==> src/rtl/tsi_pkg.sv <==
`timescale 1ns / 1ps
package tsi_pkg;

    localparam int SLOTS         = 3;
    localparam int PERIOD_W      = 10;
    localparam int RELOAD_W      = 17;
    localparam int CLOCK_W       = 24;
    localparam int TOKEN_W       = 8;
    localparam int ATT_W         = 4;
    localparam int FREQ_W        = 16;
    localparam int NUM_W         = 47;
    localparam int DEN_W         = 41;
    localparam int REM_W         = 58;
    localparam int INDEX_W       = 5;
    localparam int IMG_MAX       = 32;
    localparam int FRAC_SHIFT    = 24;
    localparam int PSG_DIV_SHIFT = 5;
    localparam int QUOT_BITS     = 16;
    localparam int QUEUE_DEPTH   = 2;

    localparam logic [CLOCK_W-1:0] SID_CLOCK_RESET = 24'd985248;

    localparam int RETRIG_INDEX = 0;
    localparam int VOICE_BASE   = 1;
    localparam int VOICE_STRIDE = 7;
    localparam int OFS_FREQ_LO  = 0;
    localparam int OFS_FREQ_HI  = 1;
    localparam int OFS_PW_HI    = 3;
    localparam int OFS_CTRL     = 4;
    localparam int OFS_SR       = 6;
    localparam int VOLUME_INDEX = 25;

    localparam logic [7:0] PULSE_WIDTH_HI = 8'h08;
    localparam logic [7:0] CTRL_PULSE_GATE = 8'h41;
    localparam logic [7:0] MASTER_VOLUME = 8'h0f;

    typedef logic [RELOAD_W-1:0] opnd_t;
    typedef logic [CLOCK_W-1:0]  clock_t;
    typedef logic [NUM_W-1:0]    num_t;
    typedef logic [DEN_W-1:0]    den_t;
    typedef logic [REM_W-1:0]    rem_t;
    typedef logic [FREQ_W-1:0]   freq_t;
    typedef logic [INDEX_W-1:0]  index_t;
    typedef logic [1:0]          slot_t;
    typedef logic [3:0]          bitcnt_t;
    typedef logic [0:0]          qptr_t;
    typedef logic [1:0]          qcnt_t;
    typedef logic [IMG_MAX-1:0][7:0] image_t;

    typedef struct packed {
        logic                             psg;
        logic [SLOTS-1:0]                 active;
        opnd_t [SLOTS-1:0]                opnd;
        logic [SLOTS-1:0][ATT_W-1:0]      att;
        logic [SLOTS-1:0][TOKEN_W-1:0]    tok;
        logic [TOKEN_W-1:0]               spk_tok;
    } job_t;

endpackage

==> src/rtl/tsi_front.sv <==
`timescale 1ns / 1ps
module tsi_front
(
    input  logic                 in_valid,
    output logic                 in_stall,
    input  logic                 speaker_active,
    input  logic [16:0]          speaker_reload,
    input  logic [7:0]           speaker_token,
    input  logic                 tandy_enabled,
    input  logic [2:0]           voice_active_mask,
    input  logic [29:0]          voice_periods,
    input  logic [11:0]          voice_attenuations,
    input  logic [23:0]          voice_tokens,
    input  tsi_pkg::clock_t      sid_clock,
    input  logic                 q_full,
    output logic                 push,
    output tsi_pkg::job_t        job
);

    assign in_stall = q_full;
    assign push     = in_valid && !q_full;

    always_comb
    begin
        logic [tsi_pkg::PERIOD_W-1:0] per;
        logic                         psg;
        job = '0;
        per = '0;
        psg = tandy_enabled && (sid_clock != '0);
        job.psg     = psg;
        job.spk_tok = speaker_token;
        if (psg)
        begin
            for (int v = 0; v < tsi_pkg::SLOTS; v++)
            begin
                per = voice_periods[v*tsi_pkg::PERIOD_W +: tsi_pkg::PERIOD_W];
                job.active[v] = voice_active_mask[v] && (per != '0);
                job.opnd[v]   = tsi_pkg::opnd_t'(per) << tsi_pkg::PSG_DIV_SHIFT;
                job.att[v]    = voice_attenuations[v*tsi_pkg::ATT_W +: tsi_pkg::ATT_W];
                job.tok[v]    = voice_tokens[v*tsi_pkg::TOKEN_W +: tsi_pkg::TOKEN_W];
            end
        end
        else
        begin
            // speaker rides in slot 0; zero attenuation gives sustain 0xf0
            job.active[0] = speaker_active && (speaker_reload != '0) && (sid_clock != '0);
            job.opnd[0]   = speaker_reload;
            job.tok[0]    = speaker_token;
        end
    end

endmodule

==> src/rtl/tsi_queue.sv <==
`timescale 1ns / 1ps
module tsi_queue
(
    input  logic           clk,
    input  logic           rst_n,
    input  logic           push,
    input  tsi_pkg::job_t  job_in,
    output logic           full,
    input  logic           pop,
    output logic           q_valid,
    output tsi_pkg::job_t  job_out
);

    tsi_pkg::job_t  mem_reg [tsi_pkg::QUEUE_DEPTH];
    tsi_pkg::qptr_t wr_ptr_reg, wr_ptr_next;
    tsi_pkg::qptr_t rd_ptr_reg, rd_ptr_next;
    tsi_pkg::qcnt_t count_reg, count_next;

    assign full    = count_reg == tsi_pkg::qcnt_t'(tsi_pkg::QUEUE_DEPTH);
    assign q_valid = count_reg != '0;
    assign job_out = mem_reg[rd_ptr_reg];

    always_comb
    begin
        wr_ptr_next = wr_ptr_reg;
        rd_ptr_next = rd_ptr_reg;
        count_next  = count_reg;
        if (push)
            wr_ptr_next = wr_ptr_reg + tsi_pkg::qptr_t'(1);
        if (pop)
            rd_ptr_next = rd_ptr_reg + tsi_pkg::qptr_t'(1);
        if (push && !pop)
            count_next = count_reg + tsi_pkg::qcnt_t'(1);
        else if (pop && !push)
            count_next = count_reg - tsi_pkg::qcnt_t'(1);
    end

    always_ff @(posedge clk)
    begin
        if (push)
            mem_reg[wr_ptr_reg] <= job_in;
    end

    always_ff @(posedge clk or negedge rst_n)
    begin
        if (!rst_n)
        begin
            wr_ptr_reg <= '0;
            rd_ptr_reg <= '0;
            count_reg  <= '0;
        end
        else
        begin
            wr_ptr_reg <= wr_ptr_next;
            rd_ptr_reg <= rd_ptr_next;
            count_reg  <= count_next;
        end
    end

endmodule

==> src/rtl/tsi_engine.sv <==
`timescale 1ns / 1ps
module tsi_engine
#(
    parameter int PIT_CLOCK_HZ = 1193182,
    parameter int PSG_CLOCK_HZ = 3579545
)
(
    input  logic             clk,
    input  logic             rst_n,
    input  tsi_pkg::clock_t  sid_clock,
    input  logic             q_valid,
    input  tsi_pkg::job_t    job_in,
    output logic             pop,
    output logic             img_valid,
    input  logic             img_ready,
    output tsi_pkg::image_t  img
);

    localparam tsi_pkg::num_t PIT_NUM = tsi_pkg::num_t'(PIT_CLOCK_HZ) << tsi_pkg::FRAC_SHIFT;
    localparam tsi_pkg::num_t PSG_NUM = tsi_pkg::num_t'(PSG_CLOCK_HZ) << tsi_pkg::FRAC_SHIFT;

    typedef enum logic [4:0]
    {
        ST_IDLE = 5'b00001,
        ST_MUL  = 5'b00010,
        ST_CHK  = 5'b00100,
        ST_DIV  = 5'b01000,
        ST_FIN  = 5'b10000
    } eng_state_t;

    eng_state_t        state_reg, state_next;
    tsi_pkg::job_t     job_reg, job_next;
    tsi_pkg::slot_t    slot_reg, slot_next;
    tsi_pkg::den_t     den_reg, den_next;
    tsi_pkg::num_t     rem_reg, rem_next;
    tsi_pkg::rem_t     dsh_reg, dsh_next;
    tsi_pkg::freq_t    quo_reg, quo_next;
    tsi_pkg::bitcnt_t  bit_reg, bit_next;
    tsi_pkg::freq_t    freq_reg [tsi_pkg::SLOTS];
    tsi_pkg::freq_t    freq_next [tsi_pkg::SLOTS];

    logic [tsi_pkg::TOKEN_W-1:0] prev_spk_tok_reg, prev_spk_tok_next;
    logic                        spk_sounding_reg, spk_sounding_next;
    logic [tsi_pkg::TOKEN_W-1:0] prev_voice_tok_reg [tsi_pkg::SLOTS];
    logic [tsi_pkg::TOKEN_W-1:0] prev_voice_tok_next [tsi_pkg::SLOTS];
    logic [tsi_pkg::SLOTS-1:0]   voice_sounding_reg, voice_sounding_next;

    logic [tsi_pkg::SLOTS-1:0]   freq_nz;
    tsi_pkg::den_t               den_prod;
    tsi_pkg::num_t               numer;
    tsi_pkg::num_t               sum;
    logic                        sat;
    logic                        fits;
    tsi_pkg::num_t               diff;
    tsi_pkg::freq_t              quo_step;
    logic                        last_slot;
    logic                        rec;
    tsi_pkg::freq_t              rec_val;

    assign den_prod  = tsi_pkg::den_t'(job_reg.opnd[slot_reg]) * tsi_pkg::den_t'(sid_clock);
    assign numer     = job_reg.psg ? PSG_NUM : PIT_NUM;
    // rounding: add half the divisor before dividing
    assign sum       = numer + tsi_pkg::num_t'(den_reg >> 1);
    assign sat       = tsi_pkg::rem_t'(sum) >= (tsi_pkg::rem_t'(den_reg) << tsi_pkg::QUOT_BITS);
    assign fits      = tsi_pkg::rem_t'(rem_reg) >= dsh_reg;
    assign diff      = tsi_pkg::num_t'(tsi_pkg::rem_t'(rem_reg) - dsh_reg);
    assign quo_step  = tsi_pkg::freq_t'({quo_reg, fits});
    assign last_slot = slot_reg == tsi_pkg::slot_t'(tsi_pkg::SLOTS - 1);

    always_comb
    begin
        state_next          = state_reg;
        job_next            = job_reg;
        slot_next           = slot_reg;
        den_next            = den_reg;
        rem_next            = rem_reg;
        dsh_next            = dsh_reg;
        quo_next            = quo_reg;
        bit_next            = bit_reg;
        freq_next           = freq_reg;
        prev_spk_tok_next   = prev_spk_tok_reg;
        spk_sounding_next   = spk_sounding_reg;
        prev_voice_tok_next = prev_voice_tok_reg;
        voice_sounding_next = voice_sounding_reg;
        pop                 = 1'b0;
        img_valid           = 1'b0;
        rec                 = 1'b0;
        rec_val             = '0;

        unique case (state_reg)
            ST_IDLE:
            begin
                pop = q_valid;
                if (q_valid)
                begin
                    job_next   = job_in;
                    slot_next  = '0;
                    state_next = ST_MUL;
                end
            end
            ST_MUL:
            begin
                if (job_reg.active[slot_reg])
                begin
                    den_next   = den_prod;
                    state_next = ST_CHK;
                end
                else
                begin
                    rec = 1'b1;
                end
            end
            ST_CHK:
            begin
                rem_next = sum;
                dsh_next = tsi_pkg::rem_t'(den_reg) << (tsi_pkg::QUOT_BITS - 1);
                quo_next = '0;
                bit_next = tsi_pkg::bitcnt_t'(tsi_pkg::QUOT_BITS - 1);
                if (sat)
                begin
                    rec     = 1'b1;
                    rec_val = '1;
                end
                else
                begin
                    state_next = ST_DIV;
                end
            end
            ST_DIV:
            begin
                if (fits)
                    rem_next = diff;
                dsh_next = dsh_reg >> 1;
                quo_next = quo_step;
                bit_next = bit_reg - tsi_pkg::bitcnt_t'(1);
                if (bit_reg == '0)
                begin
                    rec     = 1'b1;
                    rec_val = quo_step;
                end
            end
            ST_FIN:
            begin
                img_valid = 1'b1;
                if (img_ready)
                begin
                    state_next        = ST_IDLE;
                    prev_spk_tok_next = job_reg.spk_tok;
                    if (job_reg.psg)
                    begin
                        spk_sounding_next = 1'b0;
                        for (int v = 0; v < tsi_pkg::SLOTS; v++)
                        begin
                            voice_sounding_next[v] = freq_nz[v];
                            if (freq_nz[v])
                                prev_voice_tok_next[v] = job_reg.tok[v];
                        end
                    end
                    else
                    begin
                        spk_sounding_next   = freq_nz[0];
                        voice_sounding_next = '0;
                    end
                end
            end
            default:
            begin
                state_next = ST_IDLE;
            end
        endcase

        if (rec)
        begin
            freq_next[slot_reg] = rec_val;
            if (last_slot)
            begin
                state_next = ST_FIN;
            end
            else
            begin
                slot_next  = slot_reg + tsi_pkg::slot_t'(1);
                state_next = ST_MUL;
            end
        end
    end

    always_comb
    begin
        int  base;
        logic retrig;
        img    = '0;
        base   = 0;
        retrig = 1'b0;
        for (int v = 0; v < tsi_pkg::SLOTS; v++)
        begin
            base       = tsi_pkg::VOICE_BASE + tsi_pkg::VOICE_STRIDE * v;
            freq_nz[v] = freq_reg[v] != '0;
            if (job_reg.psg)
                retrig = !voice_sounding_reg[v] || (prev_voice_tok_reg[v] != job_reg.tok[v]);
            else
                retrig = !spk_sounding_reg || (prev_spk_tok_reg != job_reg.spk_tok);
            if (freq_nz[v])
            begin
                img[tsi_pkg::RETRIG_INDEX][v]       = retrig;
                img[base + tsi_pkg::OFS_FREQ_LO]    = freq_reg[v][7:0];
                img[base + tsi_pkg::OFS_FREQ_HI]    = freq_reg[v][15:8];
                img[base + tsi_pkg::OFS_PW_HI]      = tsi_pkg::PULSE_WIDTH_HI;
                img[base + tsi_pkg::OFS_CTRL]       = tsi_pkg::CTRL_PULSE_GATE;
                img[base + tsi_pkg::OFS_SR]         = {~job_reg.att[v], 4'b0000};
            end
        end
        if (job_reg.psg || freq_nz[0])
            img[tsi_pkg::VOLUME_INDEX] = tsi_pkg::MASTER_VOLUME;
    end

    always_ff @(posedge clk)
    begin
        job_reg  <= job_next;
        den_reg  <= den_next;
        rem_reg  <= rem_next;
        dsh_reg  <= dsh_next;
        quo_reg  <= quo_next;
        bit_reg  <= bit_next;
        freq_reg <= freq_next;
    end

    always_ff @(posedge clk or negedge rst_n)
    begin
        if (!rst_n)
        begin
            state_reg          <= ST_IDLE;
            slot_reg           <= '0;
            prev_spk_tok_reg   <= '0;
            spk_sounding_reg   <= 1'b0;
            prev_voice_tok_reg <= '{default: '0};
            voice_sounding_reg <= '0;
        end
        else
        begin
            state_reg          <= state_next;
            slot_reg           <= slot_next;
            prev_spk_tok_reg   <= prev_spk_tok_next;
            spk_sounding_reg   <= spk_sounding_next;
            prev_voice_tok_reg <= prev_voice_tok_next;
            voice_sounding_reg <= voice_sounding_next;
        end
    end

endmodule

==> src/rtl/tsi_emit.sv <==
`timescale 1ns / 1ps
module tsi_emit
#(
    parameter int IMAGE_BYTES = 26
)
(
    input  logic             clk,
    input  logic             rst_n,
    input  logic             img_valid,
    output logic             img_ready,
    input  tsi_pkg::image_t  img,
    output logic             out_valid,
    input  logic             out_stall,
    output logic [4:0]       reg_index,
    output logic [7:0]       reg_value,
    output logic             last_byte
);

    tsi_pkg::image_t  buf_reg;
    logic             active_reg, active_next;
    tsi_pkg::index_t  cnt_reg, cnt_next;
    logic             out_valid_reg, out_valid_next;
    tsi_pkg::index_t  index_reg;
    logic [7:0]       value_reg;
    logic             last_reg;
    logic             load_out;
    logic             is_last;
    logic             take;

    assign img_ready = !active_reg;
    assign take      = img_valid && !active_reg;
    assign load_out  = active_reg && (!out_valid_reg || !out_stall);
    assign is_last   = cnt_reg == tsi_pkg::index_t'(IMAGE_BYTES - 1);

    assign out_valid = out_valid_reg;
    assign reg_index = index_reg;
    assign reg_value = value_reg;
    assign last_byte = last_reg;

    always_comb
    begin
        active_next    = active_reg;
        cnt_next       = cnt_reg;
        out_valid_next = out_valid_reg;
        if (take)
        begin
            active_next = 1'b1;
            cnt_next    = '0;
        end
        if (load_out)
        begin
            cnt_next       = cnt_reg + tsi_pkg::index_t'(1);
            out_valid_next = 1'b1;
            if (is_last)
                active_next = 1'b0;
        end
        else if (!out_stall)
        begin
            out_valid_next = 1'b0;
        end
    end

    always_ff @(posedge clk)
    begin
        if (take)
            buf_reg <= img;
        if (load_out)
        begin
            index_reg <= cnt_reg;
            value_reg <= buf_reg[cnt_reg];
            last_reg  <= is_last;
        end
    end

    always_ff @(posedge clk or negedge rst_n)
    begin
        if (!rst_n)
        begin
            active_reg    <= 1'b0;
            cnt_reg       <= '0;
            out_valid_reg <= 1'b0;
        end
        else
        begin
            active_reg    <= active_next;
            cnt_reg       <= cnt_next;
            out_valid_reg <= out_valid_next;
        end
    end

endmodule

==> src/rtl/tone_state_to_sid_register_image_top.sv <==
`timescale 1ns / 1ps
// channel   handshake             payload
// in        in_valid / in_stall   speaker_*, tandy_enabled, voice_*
// out       out_valid / out_stall reg_index, reg_value, last_byte
// cfg       cfg_we                cfg_wdata (sid clock, Hz)
//
// Compute per request: for each sounding voice one multiply, one add/compare and 16
// restoring-division steps (skipped when the quotient saturates); a silent slot is
// passed over, plus a pop and a handoff. Emission of IMAGE_BYTES bytes runs one
// byte a cycle while out_stall is low, alongside the next request's compute.
// Reset is asynchronous; no clearing pass. A two-entry queue decouples intake
// from the divider; out_stall holds the output register and backs up the queue.
module tone_state_to_sid_register_image_top
#(
    parameter int PIT_CLOCK_HZ = 1193182,
    parameter int PSG_CLOCK_HZ = 3579545,
    parameter int IMAGE_BYTES  = 26
)
(
    input  logic        clk,
    input  logic        rst_n,
    input  logic        in_valid,
    output logic        in_stall,
    input  logic        speaker_active,
    input  logic [16:0] speaker_reload,
    input  logic [7:0]  speaker_token,
    input  logic        tandy_enabled,
    input  logic [2:0]  voice_active_mask,
    input  logic [29:0] voice_periods,
    input  logic [11:0] voice_attenuations,
    input  logic [23:0] voice_tokens,
    input  logic        cfg_we,
    input  logic [23:0] cfg_wdata,
    output logic        out_valid,
    input  logic        out_stall,
    output logic [4:0]  reg_index,
    output logic [7:0]  reg_value,
    output logic        last_byte
);

    tsi_pkg::clock_t  sid_clock_reg;
    tsi_pkg::job_t    front_job;
    tsi_pkg::job_t    queue_job;
    tsi_pkg::image_t  img;
    logic             push;
    logic             q_full;
    logic             q_valid;
    logic             pop;
    logic             img_valid;
    logic             img_ready;

    always_ff @(posedge clk or negedge rst_n)
    begin
        if (!rst_n)
            sid_clock_reg <= tsi_pkg::SID_CLOCK_RESET;
        else if (cfg_we)
            sid_clock_reg <= cfg_wdata;
    end

    tsi_front u_front
    (
        .in_valid           (in_valid),
        .in_stall           (in_stall),
        .speaker_active     (speaker_active),
        .speaker_reload     (speaker_reload),
        .speaker_token      (speaker_token),
        .tandy_enabled      (tandy_enabled),
        .voice_active_mask  (voice_active_mask),
        .voice_periods      (voice_periods),
        .voice_attenuations (voice_attenuations),
        .voice_tokens       (voice_tokens),
        .sid_clock          (sid_clock_reg),
        .q_full             (q_full),
        .push               (push),
        .job                (front_job)
    );

    tsi_queue u_queue
    (
        .clk     (clk),
        .rst_n   (rst_n),
        .push    (push),
        .job_in  (front_job),
        .full    (q_full),
        .pop     (pop),
        .q_valid (q_valid),
        .job_out (queue_job)
    );

    tsi_engine
    #(
        .PIT_CLOCK_HZ (PIT_CLOCK_HZ),
        .PSG_CLOCK_HZ (PSG_CLOCK_HZ)
    )
    u_engine
    (
        .clk       (clk),
        .rst_n     (rst_n),
        .sid_clock (sid_clock_reg),
        .q_valid   (q_valid),
        .job_in    (queue_job),
        .pop       (pop),
        .img_valid (img_valid),
        .img_ready (img_ready),
        .img       (img)
    );

    tsi_emit
    #(
        .IMAGE_BYTES (IMAGE_BYTES)
    )
    u_emit
    (
        .clk       (clk),
        .rst_n     (rst_n),
        .img_valid (img_valid),
        .img_ready (img_ready),
        .img       (img),
        .out_valid (out_valid),
        .out_stall (out_stall),
        .reg_index (reg_index),
        .reg_value (reg_value),
        .last_byte (last_byte)
    );

endmodule

==> config.mk <==
export PLATFORM = sky130hd
export DESIGN_NAME = tone_state_to_sid_register_image_top
export DESIGN_NICKNAME = d
export VERILOG_FILES = /design/src/rtl/tsi_pkg.sv /design/src/rtl/tsi_front.sv /design/src/rtl/tsi_queue.sv /design/src/rtl/tsi_engine.sv /design/src/rtl/tsi_emit.sv /design/src/rtl/tone_state_to_sid_register_image_top.sv
export SDC_FILE = /design/constraint.sdc
export NUM_CORES = 2
export LEC_CHECK = 0
export BUFFER_PORTS_ARGS = -buffer_cell sky130_fd_sc_hd__buf_2
export CAP_MARGIN = 30
export CORE_ASPECT_RATIO = 0.7
export CORE_MARGIN = 1.5
export CORE_UTILIZATION = 60
export DETAILED_ROUTE_END_ITERATION = 6
export GPL_ROUTABILITY_DRIVEN = 1
export PLACE_DENSITY = 0.77
export SLEW_MARGIN = 20
export SYNTH_ARGS = -nofsm -noshare
export SYNTH_HDL_FRONTEND = slang
export SYNTH_SLANG_ARGS = --single-unit
export TNS_END_PERCENT = 10
==> constraint.sdc <==
create_clock -name clk -period 9.6 [get_ports clk]
set_input_delay 0.96 -clock clk [delete_from_list [all_inputs] [get_ports clk]]
set_output_delay 0.96 -clock clk [all_outputs]
set_load 0.02 [all_outputs]
==> impl_metrics.ini <==
[floorplan]
core_um2 = 66920
ios = 141
start_util_pct = 61.18
die-area_um2 = 69830
die_y_um = 221.5
row_count = 79
die_w_um = 315.2

[timing]
fin_crit_ns = 8.291
setup_tns_ns = 0
setup_viol = 0
slew_violations = 0
worst_pin_slew_ns = 0.9828
fin_crit_sh_pct = 86.36
maxSlewHeadroom_pct = 34.48
rsz0062_at_grt = false
hold_viol_final = 0
fmaxAchievable_mhz = 120.6
fin_worst_skew_ns = 0.03911

[yosys]
synth_flop_cell = edfxtp_1
synth.distinct_cells = 75
ys_warn_count = 0
synth_seq_cells = 625
syn_area_um2 = 40940
avgSynthCellArea_um2 = 11.29
ys_seq_area_share_pct = 44.92
synth_edf_count = 547
async_reset_ff_share_pct = 12.48
syn_nets = 4283
synthCells = 3625

[place]
gp_congestion = 0.9679
dp_hpwl_um = 69270
place_inst = 4482
portBuffers = 140

[global_route]
grt_overflow = 0
grtUsageTotal_pct = 28.04
antenna_found_initial = 1
grt_pass1_vias = 27100
grt_max_degree = 86
grt_pass1_wl_um = 152500

[critical_path]
critPathArrivalTime_ns = 8.68
critical_path_class = flip-flop to flip-flop
worst_ep_required_time_ns = 9.99
crit_fanout = 26
cp-end-kind = flip-flop
path_delay_family = adder cells
critPathMaxStageDelay_ns = 0.69
cp-start-kind = flip-flop
cp.buffers_inverters = 3
worstPathCellList = nor2_4 -> and2_1 -> nand2_1 -> fa_1 -> fa_1 -> fa_1 -> inv_1 -> fa_1 -> fa_1 -> inv_1 -> fa_1 -> inv_1 -> ha_1 -> a21o_1 -> a211oi_1 -> a41oi_1 -> o311ai_1 -> a21oi_1 -> o21a_1 -> o21ai_1 -> nand2b_1 -> a21oi_1 -> xnor2_1
cp_slowest_cell = dfrtp_1
crit_path_frequent_cell = fa_1

[status]
status = complete, no violations

[min_path]
hp-class = input pin to async pin

[run]
maxCapViolCount = 0

[cells_and_area]
instances_no_fill = 4593
antenna_cells = 0
nets = 4312
synthToLayoutAreaGrowth_pct = 8.426
largest_reg_flops = 170
fillerInstances = 4906
drive_above_1_share_pct = 12.70

[clock_tree]
cts_max_path_buffers = 3
cts.sinks = 625
postCtsSetupBuffers = 0
htreeDepth = 2
clk_pin_slew_ns = 0.07
cts_resized = 0
cts_root_buffer = clkbuf_16
cts_hold_buf = 0
cts_tree = yes
cts_buffers = 58
clk_latency_ns = 0.67

[routing]
first_pass_iters = 6
via_per_inst = 5.847
wl_per_cell_um = 20.74
drc_errors = 0
vias = 26860
first_iter_violations = 2582
routed_wl_um = 95260
ant_nets = 0
[Yosys cell counts, drive strengths merged, types with 5 or more instances]
cell type,count,area share (%)
mux2i,28,0.68
dfrtp,70,4.3
and2,172,2.6
a31oi,9,0.15
nor3,19,0.23
nand2b,17,0.26
nand4,18,0.28
a21oi,111,1.4
or3,5,0.076
o31ai,11,0.23
o22ai,12,0.18
xnor2,68,1.5
nor2b,24,0.37
nor2,122,1.1
edfxtp,547,40
a21o,57,1.0
xor2,55,1.2
a22oi,8,0.15
dfstp,8,0.51
fa,331,16
a221oi,5,0.12
o21bai,15,0.28
buf,22,0.20
o41ai,7,0.17
nand2,443,4.1
o21a,18,0.33
a31o,5,0.11
nand3,33,0.40
ha,202,6.2
nor4,43,0.67
o21ai,148,1.8
inv,502,4.6
clkbuf,190,1.7
a211oi,13,0.24
and3,81,1.2
mux2,153,4.2
[area by class of cell]
type / count / area, um2 / area share, %
well taps: 891 / 1115 / 2.512
repair buffers: 181 / 1072 / 2.416
inverters: 502 / 1886 / 4.248
flip-flops and latches: 625 / 18390 / 41.43
multi-input cells: 2286 / 19940 / 44.93
clock inverters: 43 / 503.0 / 1.133
clock buffers: 65 / 1478 / 3.329
[metrics by stage]
step                worst slack (ns)  area, um2  utilization (%)  hold WS (ns)
finish                         1.309      44390            66.33        0.1768
floorplan                      2.261      40940                -        0.4231
global placement               1.674      42310            63.22        0.4343
detailed placement             1.408      42350            63.28        0.4346
CTS                            1.390      44330            66.24        0.1625
global route                  0.9375      44390            66.33        0.1818
[logic make-up (layout without fill, tap and decap cells)]
family	after synthesis	count (layout)	share of synthesized area, %
flops	625	625	44.92
compound gates	456	456	6.999
buf+inv	714	791	6.550
xor+xnor	123	123	2.631
mux	181	181	4.893
fa+ha+maj	533	533	22.36
simple gates	993	993	11.65
[final timing paths]
path | cells past startpoint | from | to | slack (ns)
worst max register to register | 23 | flip-flop | u_engine.den_reg[40]$_DFFE_PP_ | 1.31
min in group clk | 0 | u_engine.freq_reg[18]$_DFFE_PP_ | u_emit.buf_reg[66]$_SDFFCE_PP0P_ | 0.45
worst min-delay path | 1 | rst_n | sid_clock_reg[14]$_DFFE_PN0P_ | 0.18
worst min register to register | 0 | u_engine.freq_reg[18]$_DFFE_PP_ | u_emit.buf_reg[66]$_SDFFCE_PP0P_ | 0.45
worst max-delay path | 23 | flip-flop | u_engine.den_reg[40]$_DFFE_PP_ | 1.31
max in group asynchronous | 3 | rst_n | u_engine.state_reg[0]$_DFFE_PN1P_ | 8.45
[routing by layer]
metal	GRT usage (%)	wire length (um)	part of all wire [%]
met2	39.21	39420	41
met5	0	0	0
met1	43.44	42740	45
met4	6.203	2003	2.1
met3	7.950	11100	12
[cell usage in the layout (no fill, tap or decap), drive strengths merged, types with 43 or more instances in the layout]
cell,n
a21o,57
xor2,55
mux2,153
inv,503
fa,331
o21ai,148
buf,181
and3,81
a21oi,111
ha,202
nor4,43
nor2,122
nand2,443
clkbuf,65
edfxtp,547
and2,172
xnor2,68
dfrtp,70
Power is left out: the tool's default activity adds up to more than one toggle a clock period on the data nets, which glitch-free logic cannot reach.
